### config.mk
export PLATFORM = sky130hd
export DESIGN_NAME = serial_command_parser
export DESIGN_NICKNAME = d
export VERILOG_FILES = /design/src/hdl/scp_pkg.sv /design/src/hdl/serial_command_parser.sv
export SDC_FILE = /design/constraint.sdc
export NUM_CORES = 1
export LEC_CHECK = 0
export BUFFER_PORTS_ARGS = -buffer_cell sky130_fd_sc_hd__buf_2
export CORE_MARGIN = 8
export CORE_UTILIZATION = 45
export DETAILED_ROUTE_END_ITERATION = 12
export GPL_ROUTABILITY_DRIVEN = 1
export GPL_TIMING_DRIVEN = 1
export PLACE_DENSITY = 0.72
export SLEW_MARGIN = 20
export SYNTH_ARGS = -nofsm -noshare
export SYNTH_HDL_FRONTEND = slang
export SYNTH_SLANG_ARGS = --single-unit
export TNS_END_PERCENT = 50
### constraint.sdc
create_clock -name clk_i -period 1.95 [get_ports clk_i]
set_input_delay 0.4875 -clock clk_i [delete_from_list [all_inputs] [get_ports clk_i]]
set_output_delay 0.4875 -clock clk_i [all_outputs]
set_load 0.05 [all_outputs]
### src/hdl/scp_pkg.sv
// Shared character codes and a hex decode helper for the serial command parser.
package scp_pkg;

  localparam logic [7:0] CH_C  = 8'h43;  // 'C'
  localparam logic [7:0] CH_P  = 8'h50;  // 'P'
  localparam logic [7:0] CH_D  = 8'h44;  // 'D'
  localparam logic [7:0] CH_EQ = 8'h3D;  // '='
  localparam logic [7:0] CH_CR = 8'h0D;  // carriage return
  localparam logic [7:0] CH_0  = 8'h30;  // '0'
  localparam logic [7:0] CH_2  = 8'h32;  // '2'
  localparam logic [7:0] CH_9  = 8'h39;  // '9'
  localparam logic [7:0] CH_A  = 8'h41;  // 'A'
  localparam logic [7:0] CH_F  = 8'h46;  // 'F'

  localparam logic [3:0] REG_MAX  = 4'd9;
  localparam logic [1:0] PAGE_MAX = 2'd2;

  typedef struct packed {
    logic       hit;
    logic [3:0] nib;
  } hex_t;

  // Uppercase hex digit decode; lowercase is not a digit.
  function automatic hex_t hex_decode(input logic [7:0] b);
    hex_t       r;
    logic [7:0] t;
    r = '0;
    t = '0;
    if (b >= CH_0 && b <= CH_9) begin
      t     = b - CH_0;
      r.hit = 1'b1;
      r.nib = t[3:0];
    end else if (b >= CH_A && b <= CH_F) begin
      t     = b - CH_A + 8'd10;
      r.hit = 1'b1;
      r.nib = t[3:0];
    end
    return r;
  endfunction

endpackage

### src/hdl/serial_command_parser.sv
// Serial command parser: byte-stream decoder with staged, committed outputs.
//
// Input channel: one received ASCII byte per item (rx_byte_i), valid/ready.
// Output channel: one item per committing CR, carrying target register,
// write value, sticky write request, display bit and page, valid/ready.
// Commands: "C<0-9>=<1-2 hex>CR", "P<0-2>CR", "D" CR. Any unexpected byte
// sends the parser back to idle; staged values are kept.
// Throughput: one byte per cycle unless a result is stalled. Each byte is decoded
// in the cycle it is accepted against the parser state register; a CR loads the
// result register, so a result appears in the cycle after its CR is accepted.
// The single result register sets the stall behavior: while it holds an
// item the receiver has not taken, in_ready_o follows out_ready_i, so input
// keeps flowing whenever the result is taken in the same cycle.
// Reset clears the parser state, all staged values and the committed
// display bit, and empties the result register. A stalled result holds.
module serial_command_parser (
  input  logic       clk_i,
  input  logic       rst_ni,
  input  logic       in_valid_i,
  output logic       in_ready_o,
  input  logic [7:0] rx_byte_i,
  output logic       out_valid_o,
  input  logic       out_ready_i,
  output logic [3:0] target_register_o,
  output logic [7:0] write_value_o,
  output logic       write_request_o,
  output logic       display_on_o,
  output logic [1:0] page_select_o
);

  typedef enum logic [2:0] {
    ST_IDLE  = 3'd0,
    ST_PAGE  = 3'd1,
    ST_ADDR  = 3'd2,
    ST_EQ    = 3'd3,
    ST_VAL1  = 3'd4,
    ST_VAL2  = 3'd5,
    ST_ENTER = 3'd6
  } state_e;

  state_e       state_q, state_d;
  logic [3:0]   stg_reg_q, stg_reg_d;
  logic [7:0]   stg_val_q, stg_val_d;
  logic         stg_wr_q, stg_wr_d;
  logic         stg_disp_q, stg_disp_d;
  logic [1:0]   stg_page_q, stg_page_d;
  logic         com_disp_q, com_disp_d;
  logic         out_valid_q, out_valid_d;
  logic         commit;
  logic         in_fire;
  logic [7:0]   sub;
  scp_pkg::hex_t hx;

  assign in_ready_o = !out_valid_q || out_ready_i;
  assign in_fire    = in_valid_i && in_ready_o;
  assign hx         = scp_pkg::hex_decode(rx_byte_i);
  assign sub        = rx_byte_i - scp_pkg::CH_0;

  always_comb begin
    state_d    = state_q;
    stg_reg_d  = stg_reg_q;
    stg_val_d  = stg_val_q;
    stg_wr_d   = stg_wr_q;
    stg_disp_d = stg_disp_q;
    stg_page_d = stg_page_q;
    com_disp_d = com_disp_q;
    commit     = 1'b0;
    if (in_fire) begin
      state_d = ST_IDLE;
      case (state_q)
        ST_PAGE: begin
          if (rx_byte_i >= scp_pkg::CH_0 && rx_byte_i <= scp_pkg::CH_2) begin
            stg_page_d = sub[1:0];
            state_d    = ST_ENTER;
          end
        end
        ST_ADDR: begin
          if (rx_byte_i >= scp_pkg::CH_0 && rx_byte_i <= scp_pkg::CH_9) begin
            stg_reg_d = sub[3:0];
            state_d   = ST_EQ;
          end
        end
        ST_EQ: begin
          if (rx_byte_i == scp_pkg::CH_EQ) state_d = ST_VAL1;
        end
        ST_VAL1: begin
          if (hx.hit) begin
            stg_val_d = {4'h0, hx.nib};
            stg_wr_d  = 1'b1;
            state_d   = ST_VAL2;
          end
        end
        ST_VAL2: begin
          if (rx_byte_i == scp_pkg::CH_CR) begin
            commit = 1'b1;
          end else if (hx.hit) begin
            stg_val_d = {stg_val_q[3:0], hx.nib};
            stg_wr_d  = 1'b1;
            state_d   = ST_ENTER;
          end
        end
        ST_ENTER: begin
          if (rx_byte_i == scp_pkg::CH_CR) commit = 1'b1;
        end
        default: begin
          if (rx_byte_i == scp_pkg::CH_C) begin
            state_d = ST_ADDR;
          end else if (rx_byte_i == scp_pkg::CH_P) begin
            state_d = ST_PAGE;
          end else if (rx_byte_i == scp_pkg::CH_D) begin
            // toggle is staged now and survives an abandoned command
            stg_disp_d = !com_disp_q;
            state_d    = ST_ENTER;
          end
        end
      endcase
      if (commit) com_disp_d = stg_disp_q;
    end
  end

  always_comb begin
    out_valid_d = out_valid_q;
    if (commit) begin
      out_valid_d = 1'b1;
    end else if (out_ready_i) begin
      out_valid_d = 1'b0;
    end
  end

  always_ff @(posedge clk_i or negedge rst_ni) begin
    if (!rst_ni) begin
      state_q     <= ST_IDLE;
      stg_reg_q   <= '0;
      stg_val_q   <= '0;
      stg_wr_q    <= 1'b0;
      stg_disp_q  <= 1'b0;
      stg_page_q  <= '0;
      com_disp_q  <= 1'b0;
      out_valid_q <= 1'b0;
    end else begin
      state_q     <= state_d;
      stg_reg_q   <= stg_reg_d;
      stg_val_q   <= stg_val_d;
      stg_wr_q    <= stg_wr_d;
      stg_disp_q  <= stg_disp_d;
      stg_page_q  <= stg_page_d;
      com_disp_q  <= com_disp_d;
      out_valid_q <= out_valid_d;
    end
  end

  // result payload, loaded on a committing CR
  always_ff @(posedge clk_i) begin
    if (commit) begin
      target_register_o <= stg_reg_q;
      write_value_o     <= stg_val_q;
      write_request_o   <= stg_wr_q;
      display_on_o      <= stg_disp_q;
      page_select_o     <= stg_page_q;
    end
  end

  assign out_valid_o = out_valid_q;

endmodule

==> impl_metrics.csv, run 1 <==
group,metric,value,unit
route,drtAntennaViolNets,0,
global_routing,antenna_found_initial,0,
cts,cts.repair.resized,0,
layout,finalInstanceArea,2310,um2
global_routing,grt_pass1_vias,1394,
setup_path,timing.rr.start,"state_q[2]",
layout,final_cell_mix,"buf_2 (29), buf_4 (27), dfrtp_1 (21), edfxtp_1 (16), nand2_1 (11)",
die,ios,30,
cts,clk_path_buf_depth,2,
sta,fin_skew,0.00368,ns
die,start_util,45.6,%
layout,diodes,0,
die,core_area,3880,um2
sta,drv_slew,0,
power,irDropWorstVdd,0.000266,V
layout,area_growth,30.4,%
sta,rsz0062_at_grt,"false",
synthesis,ys_warn_count,0,
sta,fmax,544,MHz
global_routing,grt_start_max_net_pins,22,
power,cellPowerDensity,721,nW/um2
power,leakage,1.04,nW
route,drt_wl_total,3930,um
cts,worst_skew_pair.late_latency,0.29,ns
placed_design,hpwl,3100,um
synthesis,netlist_area,1770,um2
setup_path,worstPathMaxFanout,4,
layout,drive_gt1_share,42.0,%
layout,fill_cells,331,
cts,hold_buffers,0,
setup_path,endpoint_kind,"flip-flop",
layout,mostFrequentLayoutCell,"buf_2",
flow_run,drv_cap,0,
synthesis,async_flop_share,56.8,%
status,status,"finished, final reports clean",
die,die_h,78.8,um
global_routing,grt_pass1_wl,6640,um
synthesis,synth_fp_nets,164,
setup_path,r2r-end,"stg_page_q[0]",
synthesis,seq_area_frac_synth,56.7,%
setup_path,rrSetupSlack,0.17,ns
sta,fin_crit,1.84,ns
cts,cts_tree,"yes",
setup_path,critPathKind,"primary input to flip-flop",
placed_design,dp_slack,-0.191,ns
cts,cts_inserted_buffers,5,
placed_design,dp_cells,247,
worst_hold_path,hp-class,"primary input to async pin",
cts,post_cts_buffers,0,
global_routing,overflow,0,
sta,tightest_slew,0.463,ns
synthesis,ys.flop_type,"dfrtp_1",
sta,final_hold_viol_count,0,
layout,nNetsFinal,220,
cts,clock-sinks,37,
route,wire_per_inst,15.4,um
cts,cts.htree.levels,2,
setup_path,startpoint_type,"primary input",
synthesis,synthCells,148,
placed_design,gp_congestion,0.846,
synthesis,ys_ff_latch,37,
route,vias,1388,
placed_design,dpl_cell_area,2230,um2
setup_path,r2r_cells,3,
layout,layout.cells.non_filler,255,
placed_design,port_buffers,29,
die,dieArea,6200,um2
die,fp-row-count,23,
synthesis,synth-edff-count,16,
route,viasPerCell,5.44,
setup_path,arrival,2.02,ns
route,firstDrtPassIters,4,
route,drtIter0Drc,41,
cts,root_buffer,"clkbuf_8",
sta,finalCritPeriodShare,94.3,%
sta,slew_headroom,69.1,%
setup_path,crit_required,2.13,ns
route,drc_errors,0,
die,die_w,78.8,um
global_routing,grt_usage,13.5,%
sta,fin_ws,0.112,ns
sta,finalSetupViolCount,0,
setup_path,cp-startpoint,"rx_byte_i[7]",
synthesis,synth_cell_types,49,
cts,clk_transition_reported_paths,0.07,ns
synthesis,avgSynthCellArea,12.0,um2
sequential cells by signal, indices dropped and copies added (netlist names):
name and cells:
stg_page_q 2, stg_reg_q 4, stg_disp_q 1, target_register_o 4, out_valid_o 1, state_q 3
stg_val_q 8, com_disp_q 1, stg_wr_q 1, display_on_o 1, page_select_o 2, write_value_o 8
write_request_o 1
cells in the mapped netlist, drive strengths merged, types with 2 or more instances:
| cell | instances | area share, % |
|---|---|---|
| nand4 | 4 | 1.4 |
| nor3 | 4 | 1.1 |
| a32oi | 2 | 0.99 |
| o21ai | 9 | 2.5 |
| a31oi | 2 | 0.71 |
| buf | 4 | 1.5 |
| edfxtp | 16 | 27 |
| or3 | 2 | 0.71 |
| inv | 9 | 1.9 |
| nand2b | 4 | 1.8 |
| dfrtp | 21 | 30 |
| nor2 | 6 | 1.4 |
| mux2 | 8 | 5.1 |
| or4b | 2 | 1.6 |
| and2 | 2 | 0.71 |
| clkbuf | 3 | 0.64 |
| nand2 | 11 | 2.3 |
| mux2i | 4 | 2.3 |
| a211oi | 2 | 0.85 |
| ha | 4 | 2.8 |
| o211ai | 3 | 1.3 |
| a21o | 4 | 1.8 |
| a21oi | 4 | 1.3 |
worst max path at each step:
stage / to / slack, ns / depth (start not counted)
after floorplan: stg_val_q[0] / -0.03 / 8
after global placement: stg_disp_q / -0.17 / 5
after detailed placement: stg_disp_q / -0.19 / 5
after CTS: stg_disp_q / 0.12 / 5
after global routing: stg_page_q[1] / 0.05 / 5
final: stg_disp_q / 0.11 / 5
per-layer routing:
layer  up-vias  wire length [um]  GRT usage, %
li1        658                 -             -
met1       684              1630          15.4
met2        39              1970          22.3
met3         7               234          3.72
met4         0                91          7.59
met5         -                 0             0
critical path, cell delays in order:
cell and delay, ns:
buf_2 0.12, or4b_4 0.54, nand2b_4 0.17, or4b_4 0.51, a21o_1 0.19
kinds of logic after synthesis:
kind of cell | share of synthesized area, %
adders and majority gates | 2.82
muxes | 7.34
AOI/OAI and AO/OA | 11.4
and+or+nand+nor | 16.7
DFF | 56.7
xor gates and xnor gates | 0.988
buffers and inverters | 4.02
cell type report:
type	instances	area (um2)	share of cell area [%]
tap	50	62.6	2.71
sequential	37	1010	43.5
inverter	9	41.3	1.79
clock inverter	3	17.5	0.758
clock buffer	5	68.8	2.98
multi-input combinational	95	768	33.2
timing repair buffer	56	348	15.0
where the power goes:
group          internal [mW]  switching, mW  total [mW]
Sequential             0.881         0.0435       0.925
Combinational          0.110          0.116       0.227
Clock                  0.246          0.269       0.515
stage by stage:
stage	power (mW)	setup TNS [ns]	utilization, %	hold WS [ns]
finish	1.67	0	59.5	0.140
CTS	1.67	0	59.5	0.153
global route	1.74	0	59.5	0.168
floorplan	1.06	-0.178	-	0.192
detailed placement	1.16	-4.21	57.3	0.433
global placement	1.15	-3.00	57.3	0.430
No activity file was read; power rests on OpenSTA's default activity.
==> run 2: changes to the inputs <==
--- a/config.mk
+++ b/config.mk
@@ -6,12 +6,14 @@
 export NUM_CORES = 1
 export LEC_CHECK = 0
 export BUFFER_PORTS_ARGS = -buffer_cell sky130_fd_sc_hd__buf_2
+export CELL_PAD_IN_SITES_DETAIL_PLACEMENT = 1
+export CELL_PAD_IN_SITES_GLOBAL_PLACEMENT = 2
 export CORE_MARGIN = 8
-export CORE_UTILIZATION = 45
+export CORE_UTILIZATION = 36
 export DETAILED_ROUTE_END_ITERATION = 12
 export GPL_ROUTABILITY_DRIVEN = 1
 export GPL_TIMING_DRIVEN = 1
-export PLACE_DENSITY = 0.72
+export PLACE_DENSITY = 0.83
 export SLEW_MARGIN = 20
 export SYNTH_ARGS = -nofsm -noshare
 export SYNTH_HDL_FRONTEND = slang
==> run 2 against run 1 <==
Against the previous run:
- final area grew 2.7%
- clock power decreased by 3%
- utilization is 9.3 points lower
- critical endpoint is now stg_val_q[3]
- sequential cell count unchanged
- sequential share of layout area is 1.1 points lower
- register-to-register slack gained 0.04 ns
- via count rose by 0.14%
- combinational power increased by 4%
- critical path depth grew 1
- final cell count is 9.0% higher
==> impl_metrics.csv, run 2 (synthesis results as in run 1) <==
group,metric,value,unit
setup_path,cp-startpoint,"rx_byte_i[6]",
cts,clk_transition_reported_paths,0.07,ns
die,die_w,86.2,um
die,dieArea,7430,um2
layout,nNetsFinal,226,
global_routing,grt_pass1_wl,7280,um
setup_path,cp_top_family,"simple AND/OR/NAND/NOR gates",
setup_path,crit_required,2.12,ns
route,wire_per_inst,15.6,um
layout,reg_top3,"stg_val_q: 8 flops, write_value_o: 8 flops",
layout,fill_cells,532,
setup_path,startpoint_type,"primary input",
sta,fin_skew,0.00714,ns
die,ios,30,
setup_path,endpoint_kind,"flip-flop",
die,start_util,37.5,%
cts,cts.htree.levels,2,
setup_path,timing.rr.start,"state_q[0]",
cts,cts_inserted_buffers,5,
sta,setup-tns-final,0,ns
layout,regArea,1010,um2
layout,mostFrequentLayoutCell,"buf_4",
route,drt_wl_total,4320,um
layout,multi_input_area,768,um2
layout,finalInstanceArea,2370,um2
layout,final_util,50.3,%
cts,root_buffer,"clkbuf_8",
route,firstDrtPassIters,4,
route,vias,1390,
cts,hold_buffers,0,
cts,cts.repair.resized,0,
sta,fin_crit,1.87,ns
layout,area_growth,33.9,%
worst_hold_path,hp-class,"primary input to async pin",
placed_design,dpl_cell_area,2290,um2
setup_path,crit_buf_inv,1,
route,drtIter0Drc,90,
setup_path,worstPathMaxFanout,9,
die,fp-row-count,25,
setup_path,arrival,2.04,ns
setup_path,cpMaxStageDelayCell,"or4_1",
power,cellPowerDensity,698,nW/um2
placed_design,port_buffers,29,
layout,diodes,0,
layout,drive_gt1_share,42.7,%
status,status,"finished, final reports clean",
setup_path,cp_slowest_stage_delay,0.57,ns
route,drtAntennaViolNets,0,
cts,post_cts_buffers,0,
route,viasPerCell,5.00,
placed_design,gp_congestion,0.888,
sta,slew_headroom,67.7,%
layout,final_cell_mix,"buf_4 (33), buf_2 (29), dfrtp_1 (21), edfxtp_1 (16), nand2_1 (11)",
sta,drv_slew,0,
cts,clk_path_buf_depth,2,
setup_path,worstPathCellList,"buf_2 > or4_1 > nor2_2 > a21oi_1 > and2_4 > mux2_4",
global_routing,grt_pass1_vias,1484,
setup_path,critPathKind,"primary input to flip-flop",
die,die_h,86.2,um
sta,fmax,534,MHz
placed_design,hpwl,3520,um
route,drc_errors,0,
sta,rsz0062_at_grt,"false",
power,leakage,1.06,nW
sta,tightest_slew,0.485,ns
cts,clock-sinks,37,
global_routing,antenna_found_initial,0,
die,core_area,4720,um2
sta,final_hold_viol_count,0,
global_routing,grt_usage,12.4,%
global_routing,overflow,0,
global_routing,grt_start_max_net_pins,22,
cts,cts_tree,"yes",
flow_run,drv_cap,0,
sta,finalCritPeriodShare,96.0,%
power,irDropWorstVdd,0.000255,V
cts,worst_skew_pair.late_latency,0.28,ns
sta,finalSetupViolCount,0,
[run 2: changes by cell type in the layout (fill, tap and decap cells not counted)]
cell / previous run / this run
clkbuf_1: 0 / 2
clkinvlp_4: 3 / 2
buf_4: 27 / 33
clkinv_2: 2 / 1
[run 2: where the power goes]
group	switching, mW	leakage, nW	internal (mW)
Combinational	0.120	0.601	0.117
Sequential	0.0412	0.421	0.882
Clock	0.247	0.0422	0.250
[run 2: through the flow]
step                worst slack, ns  power, mW  cells  hold slack, ns
finish                       0.0779       1.66    278           0.156
global route                 0.0192       1.73    278           0.181
CTS                          0.0729       1.67    278           0.165
detailed placement           -0.223       1.18    270           0.435
global placement             -0.168       1.16    270           0.426
floorplan                   -0.0300       1.06    148           0.192
[run 2: layer usage]
metal / part of all wire (%) / track usage [%]
met5: 0 / 0
met4: 1.8 / 5.01
met3: 4.3 / 2.93
met2: 50 / 21.8
met1: 43 / 14.1
[run 2: final cells by class]
cell class / count / share of cell area [%]
clock inverters: 1 / 0.211
flip-flops and latches: 37 / 42.4
multi-input cells: 95 / 32.4
inverters: 9 / 1.74
clock buffers: 7 / 3.22
repair buffers: 62 / 16.6
well taps: 67 / 3.53
[run 2: worst paths after layout]
kind	end	slack [ns]	cells past startpoint
max in group asynchronous	stg_val_q[7]	1.46	1
min in group clk_i	target_register_o[2]	0.45	0
worst min-delay path	state_q[0]	0.16	1
worst max register to register	stg_disp_q	0.21	5
worst min register to register	target_register_o[2]	0.45	0
worst max-delay path	stg_val_q[3]	0.08	6
